`config.mk`:
```
export PLATFORM = sky130hd
export DESIGN_NAME = pcm_resample_to_ring
export DESIGN_NICKNAME = d
export VERILOG_FILES = /design/src/hdl/prr_pkg.sv /design/src/hdl/pcm_resample_to_ring.sv
export VERILOG_INCLUDE_DIRS = /design/src /design/src/hdl
export SDC_FILE = /design/constraint.sdc
export NUM_CORES = 1
export LEC_CHECK = 0
export BUFFER_PORTS_ARGS = -buffer_cell sky130_fd_sc_hd__buf_2
export CORE_AREA = 2 2 340 174
export DETAILED_ROUTE_END_ITERATION = 6
export DIE_AREA = 0 0 342 176
export PLACE_DENSITY_LB_ADDON = 0.15
export SLEW_MARGIN = 10
export SYNTH_ARGS = -nofsm -noshare
export SYNTH_HDL_FRONTEND = slang
export SYNTH_SLANG_ARGS = --single-unit
```
`constraint.sdc`:
```
create_clock -name i_clk -period 18.02 [get_ports i_clk]
set_input_delay 1.802 -clock i_clk [delete_from_list [all_inputs] [get_ports i_clk]]
set_output_delay 1.802 -clock i_clk [all_outputs]
set_load 0.01 [all_outputs]
```
`src/hdl/assert_macros.svh`:
```
// ----------------------------------------------------------------------------
// assert_macros.svh
// Concurrent assertion helpers shared by the RTL. Defining ASSERT_OFF
// compiles every check away.
// ----------------------------------------------------------------------------
`ifndef ASSERT_MACROS_SVH
`define ASSERT_MACROS_SVH

`ifndef ASSERT_OFF

// The property must hold at every clock edge outside reset.
`define ASSERT_PROP(lbl, clk, rst_n, prop, msg) \
    lbl: assert property (@(posedge clk) disable iff (!(rst_n)) (prop)) else $error(msg);

// The expression must never be true outside reset.
`define ASSERT_NEVER(lbl, clk, rst_n, expr, msg) \
    lbl: assert property (@(posedge clk) disable iff (!(rst_n)) !(expr)) else $error(msg);

`else

`define ASSERT_PROP(lbl, clk, rst_n, prop, msg)
`define ASSERT_NEVER(lbl, clk, rst_n, expr, msg)

`endif

`endif

```
`src/hdl/prr_pkg.sv`:
```
`timescale 1ns / 1ps
// ----------------------------------------------------------------------------
// prr_pkg
// Types, widths, register indexes and fixed constants of the PCM resampler.
// ----------------------------------------------------------------------------
package prr_pkg;

    localparam int CFG_IDX_W  = 2;
    localparam int CFG_DATA_W = 20;
    localparam int POS_W      = 31;
    localparam int GAIN_W     = 9;
    localparam int RAW_W      = 16;
    localparam int OUT_W      = 24;
    localparam int PROD_W     = 26;
    localparam int PHASE_W    = 20;
    localparam int WP_W       = 32;
    localparam int MAX_PAIRS  = 8;
    localparam int CNT_W      = 3;

    // Configuration register indexes.
    typedef enum logic [CFG_IDX_W-1:0] {
        CFG_CHANNEL_COUNT = 2'd0,
        CFG_SAMPLE_WIDTH  = 2'd1,
        CFG_RATIO_STEP    = 2'd2
    } t_cfg_index;

    // Register codes that select mono and eight-bit operation.
    localparam logic [1:0] CHANNELS_MONO = 2'd1;
    localparam logic [1:0] WIDTH_8BIT    = 2'd1;

    // Reset values of the configuration registers.
    localparam logic [1:0]            CHANNELS_RESET = 2'd2;
    localparam logic [1:0]            WIDTH_RESET    = 2'd2;
    localparam logic [CFG_DATA_W-1:0] STEP_RESET     = 20'h10000;

    // Offset that removes the bias of unsigned eight-bit mono data.
    localparam logic [7:0] MONO8_BIAS = 8'd128;

    typedef logic signed [OUT_W-1:0]  t_sample;
    typedef logic signed [PROD_W-1:0] t_product;

    localparam t_sample OUT_MAX = 24'sh7FFFFF;
    localparam t_sample OUT_MIN = 24'sh800000;

endpackage

```
`src/hdl/pcm_resample_to_ring.sv`:
```
`timescale 1ns / 1ps
// ----------------------------------------------------------------------------
// pcm_resample_to_ring
// Nearest-neighbor PCM resampler that feeds a stereo ring buffer.
//
// Source frames arrive on the input valid/ready channel, one frame per
// transaction. Each frame is turned into a gain-scaled stereo pair and is
// repeated zero to eight times, as the 4.16 phase accumulator decides.
// Every pair leaves on the output valid/ready channel as one transaction,
// tagged with its ring slot; the last pair of a frame carries o_last.
// A frame that falls between output instants produces no transaction.
//
// Each frame passes, in order, the input register, the scaling and slot
// reduction stage and the pair sequencer; its pairs then go out through
// the output register. A frame stays in the pair sequencer until its last
// pair is emitted or it is skipped; the sequencer emits one pair a cycle
// into a single output register while the receiver does not stall, and
// the next frame can already wait in the stages in front of it.
//
// Reset (synchronous, active low) empties every stage, clears the write
// pointer and phase and loads the default configuration. When the receiver
// stalls, the output register holds its pair, the sequencer waits and the
// front stages fill before o_in_ready drops. Configuration must be written
// with i_cfg_wr_en only while the block is idle; the block does not enforce it.
// ----------------------------------------------------------------------------
`include "assert_macros.svh"

module pcm_resample_to_ring #(
    parameter int unsigned RING_DEPTH = 16384
) (
    input  logic                                i_clk,
    input  logic                                i_rst_n,

    // Configuration write port.
    input  logic                                i_cfg_wr_en,
    input  logic [prr_pkg::CFG_IDX_W-1:0]       i_cfg_index,
    input  logic [prr_pkg::CFG_DATA_W-1:0]      i_cfg_data,

    // Source frame channel.
    input  logic                                i_in_valid,
    output logic                                o_in_ready,
    input  logic                                i_burst_start,
    input  logic [prr_pkg::POS_W-1:0]           i_play_position,
    input  logic [prr_pkg::GAIN_W-1:0]          i_gain,
    input  logic [prr_pkg::RAW_W-1:0]           i_sample_left_raw,
    input  logic [prr_pkg::RAW_W-1:0]           i_sample_right_raw,

    // Output pair channel.
    output logic                                o_out_valid,
    input  logic                                i_out_ready,
    output logic [$clog2(RING_DEPTH)-1:0]       o_slot,
    output logic signed [prr_pkg::OUT_W-1:0]    o_left_out,
    output logic signed [prr_pkg::OUT_W-1:0]    o_right_out,
    output logic                                o_last
);

    localparam int SLOT_W = $clog2(RING_DEPTH);
    // Width of the remainder before its final correction (it stays below 2*depth).
    localparam int REM_W  = SLOT_W + 1;
    // Reciprocal of the depth scaled by 2^31; the quotient estimate is low by
    // at most one because the play position is below 2^31.
    localparam int M_W    = 32 - SLOT_W;
    localparam logic [M_W-1:0] RECIP = M_W'((64'd1 << 31) / RING_DEPTH);
    localparam int MUL_W  = prr_pkg::POS_W + M_W;
    localparam logic [REM_W-1:0]  DEPTH_R   = REM_W'(RING_DEPTH);
    localparam logic [SLOT_W-1:0] SLOT_LAST = SLOT_W'(RING_DEPTH - 1);
    localparam logic [prr_pkg::CNT_W-1:0] CNT_LAST = prr_pkg::CNT_W'(prr_pkg::MAX_PAIRS - 1);

    // ------------------------------------------------------------------
    // Configuration registers
    // ------------------------------------------------------------------
    logic [1:0]                     r_channel_count;
    logic [1:0]                     r_sample_width;
    logic [prr_pkg::CFG_DATA_W-1:0] r_ratio_step;

    always_ff @(posedge i_clk) begin
        if (!i_rst_n) begin
            r_channel_count <= prr_pkg::CHANNELS_RESET;
            r_sample_width  <= prr_pkg::WIDTH_RESET;
            r_ratio_step    <= prr_pkg::STEP_RESET;
        end else if (i_cfg_wr_en) begin
            unique case (i_cfg_index)
                prr_pkg::CFG_CHANNEL_COUNT: r_channel_count <= i_cfg_data[1:0];
                prr_pkg::CFG_SAMPLE_WIDTH:  r_sample_width  <= i_cfg_data[1:0];
                prr_pkg::CFG_RATIO_STEP:    r_ratio_step    <= i_cfg_data;
                default: begin
                end
            endcase
        end
    end

    // ------------------------------------------------------------------
    // Stage handshake: each stage loads when the stage behind it frees up.
    // ------------------------------------------------------------------
    logic r_s1_v, r_s2_v, r_w_v, r_o_v;
    logic s1_free, s2_free, w_free, out_free;
    logic in_take, s1_move, s2_move;
    logic adv, emit, done;

    assign out_free = !r_o_v || i_out_ready;
    assign w_free   = !r_w_v || (adv && done);
    assign s2_free  = !r_s2_v || w_free;
    assign s1_free  = !r_s1_v || s2_free;
    assign in_take  = i_in_valid && s1_free;
    assign s1_move  = r_s1_v && s2_free;
    assign s2_move  = r_s2_v && w_free;

    assign o_in_ready = s1_free;

    always_ff @(posedge i_clk) begin
        if (!i_rst_n) begin
            r_s1_v <= 1'b0;
            r_s2_v <= 1'b0;
            r_w_v  <= 1'b0;
        end else begin
            if (s1_free) begin
                r_s1_v <= i_in_valid;
            end
            if (s2_free) begin
                r_s2_v <= r_s1_v;
            end
            if (w_free) begin
                r_w_v <= r_s2_v;
            end
        end
    end

    // ------------------------------------------------------------------
    // Stage 1: input register.
    // ------------------------------------------------------------------
    logic                           r_s1_burst;
    logic [prr_pkg::POS_W-1:0]      r_s1_pos;
    logic [prr_pkg::GAIN_W-1:0]     r_s1_gain;
    logic [prr_pkg::RAW_W-1:0]      r_s1_left;
    logic [prr_pkg::RAW_W-1:0]      r_s1_right;

    always_ff @(posedge i_clk) begin
        if (in_take) begin
            r_s1_burst <= i_burst_start;
            r_s1_pos   <= i_play_position;
            r_s1_gain  <= i_gain;
            r_s1_left  <= i_sample_left_raw;
            r_s1_right <= i_sample_right_raw;
        end
    end

    // Sample decode and gain. Eight-bit data is moved to the top byte so that
    // one multiply by gain covers the extra factor of 256.
    function automatic prr_pkg::t_sample sat24(input prr_pkg::t_product p);
        prr_pkg::t_sample res;
        if (p > prr_pkg::t_product'(prr_pkg::OUT_MAX)) begin
            res = prr_pkg::OUT_MAX;
        end else if (p < prr_pkg::t_product'(prr_pkg::OUT_MIN)) begin
            res = prr_pkg::OUT_MIN;
        end else begin
            res = p[prr_pkg::OUT_W-1:0];
        end
        return res;
    endfunction

    logic                               is_mono, is_8bit;
    logic signed [prr_pkg::RAW_W-1:0]   dec_left, dec_right;
    logic signed [prr_pkg::GAIN_W:0]    gain_s;
    prr_pkg::t_product                  prod_left, prod_right;
    logic [7:0]                         mono8;
    logic [MUL_W-1:0]                   pos_mul;

    assign is_mono = (r_channel_count == prr_pkg::CHANNELS_MONO);
    assign is_8bit = (r_sample_width == prr_pkg::WIDTH_8BIT);
    assign mono8   = r_s1_left[7:0] - prr_pkg::MONO8_BIAS;

    always_comb begin
        if (is_8bit) begin
            if (is_mono) begin
                dec_left  = {mono8, 8'h00};
                dec_right = {mono8, 8'h00};
            end else begin
                dec_left  = {r_s1_left[7:0], 8'h00};
                dec_right = {r_s1_right[7:0], 8'h00};
            end
        end else begin
            dec_left  = r_s1_left;
            dec_right = is_mono ? r_s1_left : r_s1_right;
        end
    end

    assign gain_s     = {1'b0, r_s1_gain};
    assign prod_left  = dec_left * gain_s;
    assign prod_right = dec_right * gain_s;
    assign pos_mul    = MUL_W'(r_s1_pos) * MUL_W'(RECIP);

    // ------------------------------------------------------------------
    // Stage 2: scaled samples and the quotient estimate of the position.
    // ------------------------------------------------------------------
    logic                           r_s2_burst;
    logic [prr_pkg::POS_W-1:0]      r_s2_pos;
    logic [REM_W-1:0]               r_s2_quot;
    prr_pkg::t_sample               r_s2_left, r_s2_right;

    always_ff @(posedge i_clk) begin
        if (s1_move) begin
            r_s2_burst <= r_s1_burst;
            r_s2_pos   <= r_s1_pos;
            r_s2_quot  <= REM_W'(pos_mul >> 31);
            r_s2_left  <= sat24(prod_left);
            r_s2_right <= sat24(prod_right);
        end
    end

    // Remainder from the low bits only, then one correcting subtract.
    logic [REM_W-1:0]  quot_depth, rem_raw, rem_fix;

    assign quot_depth = r_s2_quot * DEPTH_R;
    assign rem_raw    = r_s2_pos[REM_W-1:0] - quot_depth;
    assign rem_fix    = (rem_raw >= DEPTH_R) ? (rem_raw - DEPTH_R) : rem_raw;

    // ------------------------------------------------------------------
    // Stage 3: pair sequencer, one pair per cycle while the output is not stalled.
    // ------------------------------------------------------------------
    logic                           r_w_burst;
    logic [prr_pkg::POS_W-1:0]      r_w_pos;
    logic [SLOT_W-1:0]              r_w_pos_slot;
    prr_pkg::t_sample               r_w_left, r_w_right;

    always_ff @(posedge i_clk) begin
        if (s2_move) begin
            r_w_burst    <= r_s2_burst;
            r_w_pos      <= r_s2_pos;
            r_w_pos_slot <= rem_fix[SLOT_W-1:0];
            r_w_left     <= r_s2_left;
            r_w_right    <= r_s2_right;
        end
    end

    // Write pointer, its ring slot, phase and the pair count of the frame.
    logic [prr_pkg::WP_W-1:0]       r_wp;
    logic [SLOT_W-1:0]              r_slot;
    logic [prr_pkg::PHASE_W-1:0]    r_phase;
    logic [prr_pkg::CNT_W-1:0]      r_cnt;

    logic                           first, raise;
    logic [prr_pkg::WP_W-1:0]       wp_eff;
    logic [SLOT_W-1:0]              slot_eff, slot_inc;
    logic [prr_pkg::PHASE_W-1:0]    acc_eff;
    logic [prr_pkg::PHASE_W:0]      acc_add;

    logic [prr_pkg::WP_W-1:0]       n_wp;
    logic [SLOT_W-1:0]              n_slot;
    logic [prr_pkg::PHASE_W-1:0]    n_phase;
    logic [prr_pkg::CNT_W-1:0]      n_cnt;

    assign first    = (r_cnt == '0);
    // At a burst start a lagging write pointer jumps up to the play position.
    assign raise    = first && r_w_burst && (r_wp < {1'b0, r_w_pos});
    assign wp_eff   = raise ? {1'b0, r_w_pos} : r_wp;
    assign slot_eff = raise ? r_w_pos_slot : r_slot;
    assign slot_inc = (slot_eff == SLOT_LAST) ? '0 : slot_eff + 1'b1;
    assign acc_eff  = (first && r_w_burst) ? '0 : r_phase;
    // A phase below one frame means this frame owns the next output instant.
    assign emit     = (acc_eff[prr_pkg::PHASE_W-1:16] == '0);
    assign acc_add  = {1'b0, acc_eff} + {1'b0, r_ratio_step};
    assign done     = !emit || (acc_add[prr_pkg::PHASE_W:16] != '0) || (r_cnt == CNT_LAST);
    assign adv      = r_w_v && (!emit || out_free);

    always_comb begin
        n_wp    = r_wp;
        n_slot  = r_slot;
        n_phase = r_phase;
        n_cnt   = r_cnt;
        if (adv) begin
            if (emit) begin
                n_wp   = wp_eff + 1'b1;
                n_slot = slot_inc;
                if (done) begin
                    n_cnt = '0;
                    // When the pair cap ends the frame early the phase restarts.
                    if (acc_add[prr_pkg::PHASE_W:16] != '0) begin
                        n_phase = prr_pkg::PHASE_W'(acc_add - 21'h10000);
                    end else begin
                        n_phase = '0;
                    end
                end else begin
                    n_cnt   = r_cnt + 1'b1;
                    n_phase = acc_add[prr_pkg::PHASE_W-1:0];
                end
            end else begin
                // Downsampling skip: the frame yields nothing.
                n_phase = acc_eff - 20'h10000;
            end
        end
    end

    always_ff @(posedge i_clk) begin
        if (!i_rst_n) begin
            r_wp    <= '0;
            r_slot  <= '0;
            r_phase <= '0;
            r_cnt   <= '0;
        end else begin
            r_wp    <= n_wp;
            r_slot  <= n_slot;
            r_phase <= n_phase;
            r_cnt   <= n_cnt;
        end
    end

    // ------------------------------------------------------------------
    // Output register.
    // ------------------------------------------------------------------
    logic [SLOT_W-1:0]  r_o_slot;
    prr_pkg::t_sample   r_o_left, r_o_right;
    logic               r_o_last;

    always_ff @(posedge i_clk) begin
        if (!i_rst_n) begin
            r_o_v <= 1'b0;
        end else if (out_free) begin
            r_o_v <= adv && emit;
        end
    end

    always_ff @(posedge i_clk) begin
        if (adv && emit) begin
            r_o_slot  <= slot_eff;
            r_o_left  <= r_w_left;
            r_o_right <= r_w_right;
            r_o_last  <= done;
        end
    end

    assign o_out_valid = r_o_v;
    assign o_slot      = r_o_slot;
    assign o_left_out  = r_o_left;
    assign o_right_out = r_o_right;
    assign o_last      = r_o_last;

    // ------------------------------------------------------------------
    // Assertions
    // ------------------------------------------------------------------
    // A pair count in progress needs a frame in the sequencer.
    `ASSERT_NEVER(a_cnt_needs_frame, i_clk, i_rst_n, (r_cnt != '0) && !r_w_v, "pair count without a frame")
    // The held pair is the last of its frame exactly when the count has restarted.
    `ASSERT_PROP(a_last_matches_cnt, i_clk, i_rst_n, r_o_v |-> (r_o_last == (r_cnt == '0)), "last flag and pair count disagree")
    // The next slot always follows the slot of the pair on the output.
    `ASSERT_PROP(a_slot_follows, i_clk, i_rst_n, r_o_v |-> (r_slot == ((r_o_slot == SLOT_LAST) ? '0 : r_o_slot + 1'b1)), "ring slot sequence broken")

endmodule

```
==> metrics.md <==
| Metric | Value |
|---|---|
| Cell area after synthesis | `28400 um^2` |
| Initial antenna violation count | `1` |
| # clock sinks | `393` |
| Leading post-synthesis cells by cell area | `edfxtp_1, fa_1, ha_1, dfxtp_1, inv_1` |
| Post-synth ARST share | `0%` |
| TritonCTS clock tree | `built` |
| Setup TNS | `0 ns` |
| Seq cells post-synth | `around 390` |
| Startpoint types | `flop` |
| WS Path Type | `reg -> reg` |
| EDFF count, synth | `roughly 300` |
| Worst hold slack | `roughly 0.4 ns` |
| Reg-to-Reg Start | `r_sample_width[1]` |
| Syn avg cell area | `about 10 um^2` |
| Critical Path RT | `roughly 18 ns` |
| First-pass iteration count of the detailed router | `6` |
| Sequential share of the synthesized area | `a little under two fifths` |
| Synth area leader | `edfxtp_1` |
| DR WL/cell | `~17 um` |
| P_sw | `around 2.9 mW` |
| Top-area cell type share of the netlist area | `a little under a third` |
| PostCTS Resize Cnt | `0` |
| Filler cells | `roughly 5100` |
| First DRT Iteration DRCs | `roughly 1600` |
| Reg clk slew, reported paths | `approximately 0.07 ns` |
| Via count | `a little over 20000` |
| Fin crit period | `around 8.4 ns` |
| Pwr per Cell Area | `209 nW/um^2` |
| Combinational power share | `66.4%` |
| Remaining global-route overflow | `0` |
| Setup crit end kind | `flop` |
| Status | `completed` |
| VDD IR-drop max | `311 uV` |
| Post-DP HPWL | `46.6 mm` |
| Period utilization | `between 40 and 50%` |
| Pwr Total | `roughly 6.5 mW` |
| Utilization after layout | `54.7%` |
| HP Start | `r_s1_pos[9]` |
| Routability Congestion | `about 0.89` |
| Postcts setup bufs | `0` |
| Hold Crit Class | `reg -> reg` |
| Post-synth top cells | `inv_1, nand2_1, edfxtp_1, fa_1, ha_1` |
| RSZ-0062 raised after global routing | `no` |
| Cells after Synth | `about 2800` |
| First-pass GRT wire length | `~110 mm` |
| Final setup fails | `0` |
| Port Buffers | `164` |
| Internal cell power | `3.65 mW` |
| CTS H-tree depth | `2` |
| DR DRC count | `0` |
| Final #Nets | `3410` |
| Gr usage total | `between 20% and 30%` |
| Synth warnings | `0` |
| Die Area | `~60000 um^2` |
| Cell Rows | `62` |
| Register-to-register setup slack | `about 9.6 ns` |
| Max_cap viols | `0` |
| Post-synth cell types | `between 70 and 80` |
| Hold endpoint | `r_s2_pos[9]` |
| Most frequent cell after synthesis | `inv_1` |
| Core Area | `roughly 57000 um^2` |
| Num ports | `approximately 170` |
| Fin cells | `approximately 3700` |
| CP Launch Point | `r_sample_width[1]` |
| Worst r2r path cells | `23` |
| Routed Wire Length | `between 60 and 70 mm` |
| Max Slew Vio Count | `0` |
| Clk buf depth | `3` |
| Fraction of layout cells with a size suffix above 1 | `10.1%` |
| Fmax | `0.119 GHz` |
| Clock power frac | `between 10% and 20%` |
| Initial Util | `49.9%` |
| Antenna Nets Post-Route | `0` |
| Critical path peak fanout | `between 90 and 100` |
| DP Cell Count | `around 3600` |
| Antenna Cells | `0` |
| Hold Fails Final Rpt | `0` |
| Ys flop type | `edfxtp_1` |
| Cts bufs inserted | `38` |
| Slew HR | `a little under a quarter` |
| Area growth, synth to finish | `9.75%` |
| Leak | `13.7 nW` |
| Vias per std cell | `roughly 5.5` |
| Vias in the first global route | `~20000` |
| Clk_skew | `0.0267 ns` |
| Die height | `about 180 um` |
| Share of power burned in registers | `a little over a fifth` |
| Crit path DAT | `approximately 8.7 ns` |
| Largest net degree at the start of global routing | `slightly below 100` |
| CTS root buf | `clkbuf_16` |
| Worst slew pin tran | `1.16 ns` |
| Syn_nets | `approximately 3300` |
| Switch share | `44.0%` |
| Critical R2R Capture | `r_s2_right[12]` |
| Hold Path Stages | `0` |
| Post-CTS Hold Fix Bufs | `0` |
| Clk Latency, worst-skew pair | `~0.56 ns` |
| Die X | `342 um` |
-- registers in the layout (all words and copies together), names as in the netlist, 2 cells and up --
name and flops:
r_wp 32, r_s1_pos 31, r_s2_pos 31, r_w_pos 31, o_left_out 24, o_right_out 24
r_s2_left 24, r_s2_right 24, r_w_left 24, r_w_right 24, r_phase 20, r_ratio_step 20
r_s1_left 16, r_s1_right 16, o_slot 14, r_slot 14, r_s1_gain 9, r_cnt 3
r_channel_count 2, r_sample_width 2
-- power by group through the flow --
stage / Sequential, mW / Combinational, mW / Clock (mW)
floorplan: 1.42 / 3.58 / 0
global placement: 1.44 / 4.25 / 0
detailed placement: 1.44 / 4.34 / 0
CTS: 1.42 / 4.36 / 0.794
global route: 1.43 / 4.99 / 0.830
finish: 1.42 / 4.32 / 0.773
-- layer usage --
layer | vias up | wire length, um | GRT usage, %
met1 | 10078 | 29700 | 31.5
met4 | 0 | 866 | 3.82
met2 | 490 | 30600 | 36.1
met3 | 64 | 3270 | 2.95
li1 | 9768 | - | -
met5 | - | 0 | 0
-- worst max-delay path by stage --
stage | endpoint | slack, ns | cells past startpoint
after global routing | r_s2_right[12] | 9.01 | 23
after detailed placement | r_s2_right[12] | 9.71 | 23
after CTS | r_s2_right[12] | 9.67 | 23
final | r_s2_right[12] | 9.62 | 23
after global placement | r_s2_right[4] | 9.95 | 23
after floorplan | r_s2_burst | 7.67 | 22
-- cell families after synthesis --
group                      synth area share (%)
adders and majority gates                  24.9
xor gates and xnor gates                   2.59
muxes                                      1.19
buffers and inverters                      6.59
and+or+nand+nor                            14.3
DFF                                        38.1
AOI/OAI and AO/OA                          12.4
-- critical path, stage by stage, from the launching register on --
cell and delay [ns]:
dfxtp_1 0.36, nand2b_2 0.13, buf_4 0.60, mux4_2 0.71, and2_1 0.25, fa_1 0.58, inv_1 0.16, fa_1 0.56
inv_1 0.05, fa_1 0.46, fa_1 0.54, inv_1 0.05, fa_1 0.49, inv_1 0.04, ha_1 0.34, a21oi_1 0.29
a21boi_0 0.17, o21ai_0 0.43, nand2_1 0.13, o31ai_1 0.26, o21ai_0 0.25, xnor2_1 0.25, a221o_1 0.73, o31ai_1 0.18
-- layout by cell type, fill, tap and decap left out, types with 12 or more instances in the layout --
cell / netlist / layout
inv_1: 368 / 366
nand2_1: 327 / 325
edfxtp_1: 296 / 296
fa_1: 245 / 245
ha_1: 172 / 172
buf_2: 11 / 164
a21oi_1: 149 / 149
and2_1: 118 / 118
nor2_1: 108 / 107
dfxtp_1: 97 / 97
o21ai_0: 85 / 85
nand3_1: 67 / 67
and3_1: 63 / 63
xnor2_1: 57 / 57
a21o_1: 50 / 50
nor3_1: 48 / 48
clkbuf_16: 0 / 40
o31ai_1: 30 / 29
buf_4: 0 / 28
xor2_1: 27 / 27
nand4_1: 26 / 26
a31oi_1: 26 / 24
o211ai_1: 20 / 20
mux2i_1: 19 / 19
nand2b_1: 18 / 17
a22oi_1: 16 / 16
o21a_1: 14 / 14
a211oi_1: 16 / 14
o22ai_1: 14 / 14
clkbuf_1: 93 / 12
-- cell type report --
cell class | count | area [um^2] | area share (%)
clock inverters | 14 | 115 | 0.369
repair buffers | 192 | 1030 | 3.31
multi-input cells | 1900 | 15800 | 50.6
flip-flops and latches | 393 | 10800 | 34.8
clock buffers | 54 | 1060 | 3.42
inverters | 368 | 1380 | 4.44
well taps | 768 | 961 | 3.08
-- per-stage QoR --
stage               instance area (um^2)  worst slack [ns]
global route                       31200              9.01
floorplan                          28400              7.67
detailed placement                 30000              9.71
finish                             31200              9.62
global placement                   30000              9.95
CTS                                31200              9.67
(Power assumes the default switching activity.)
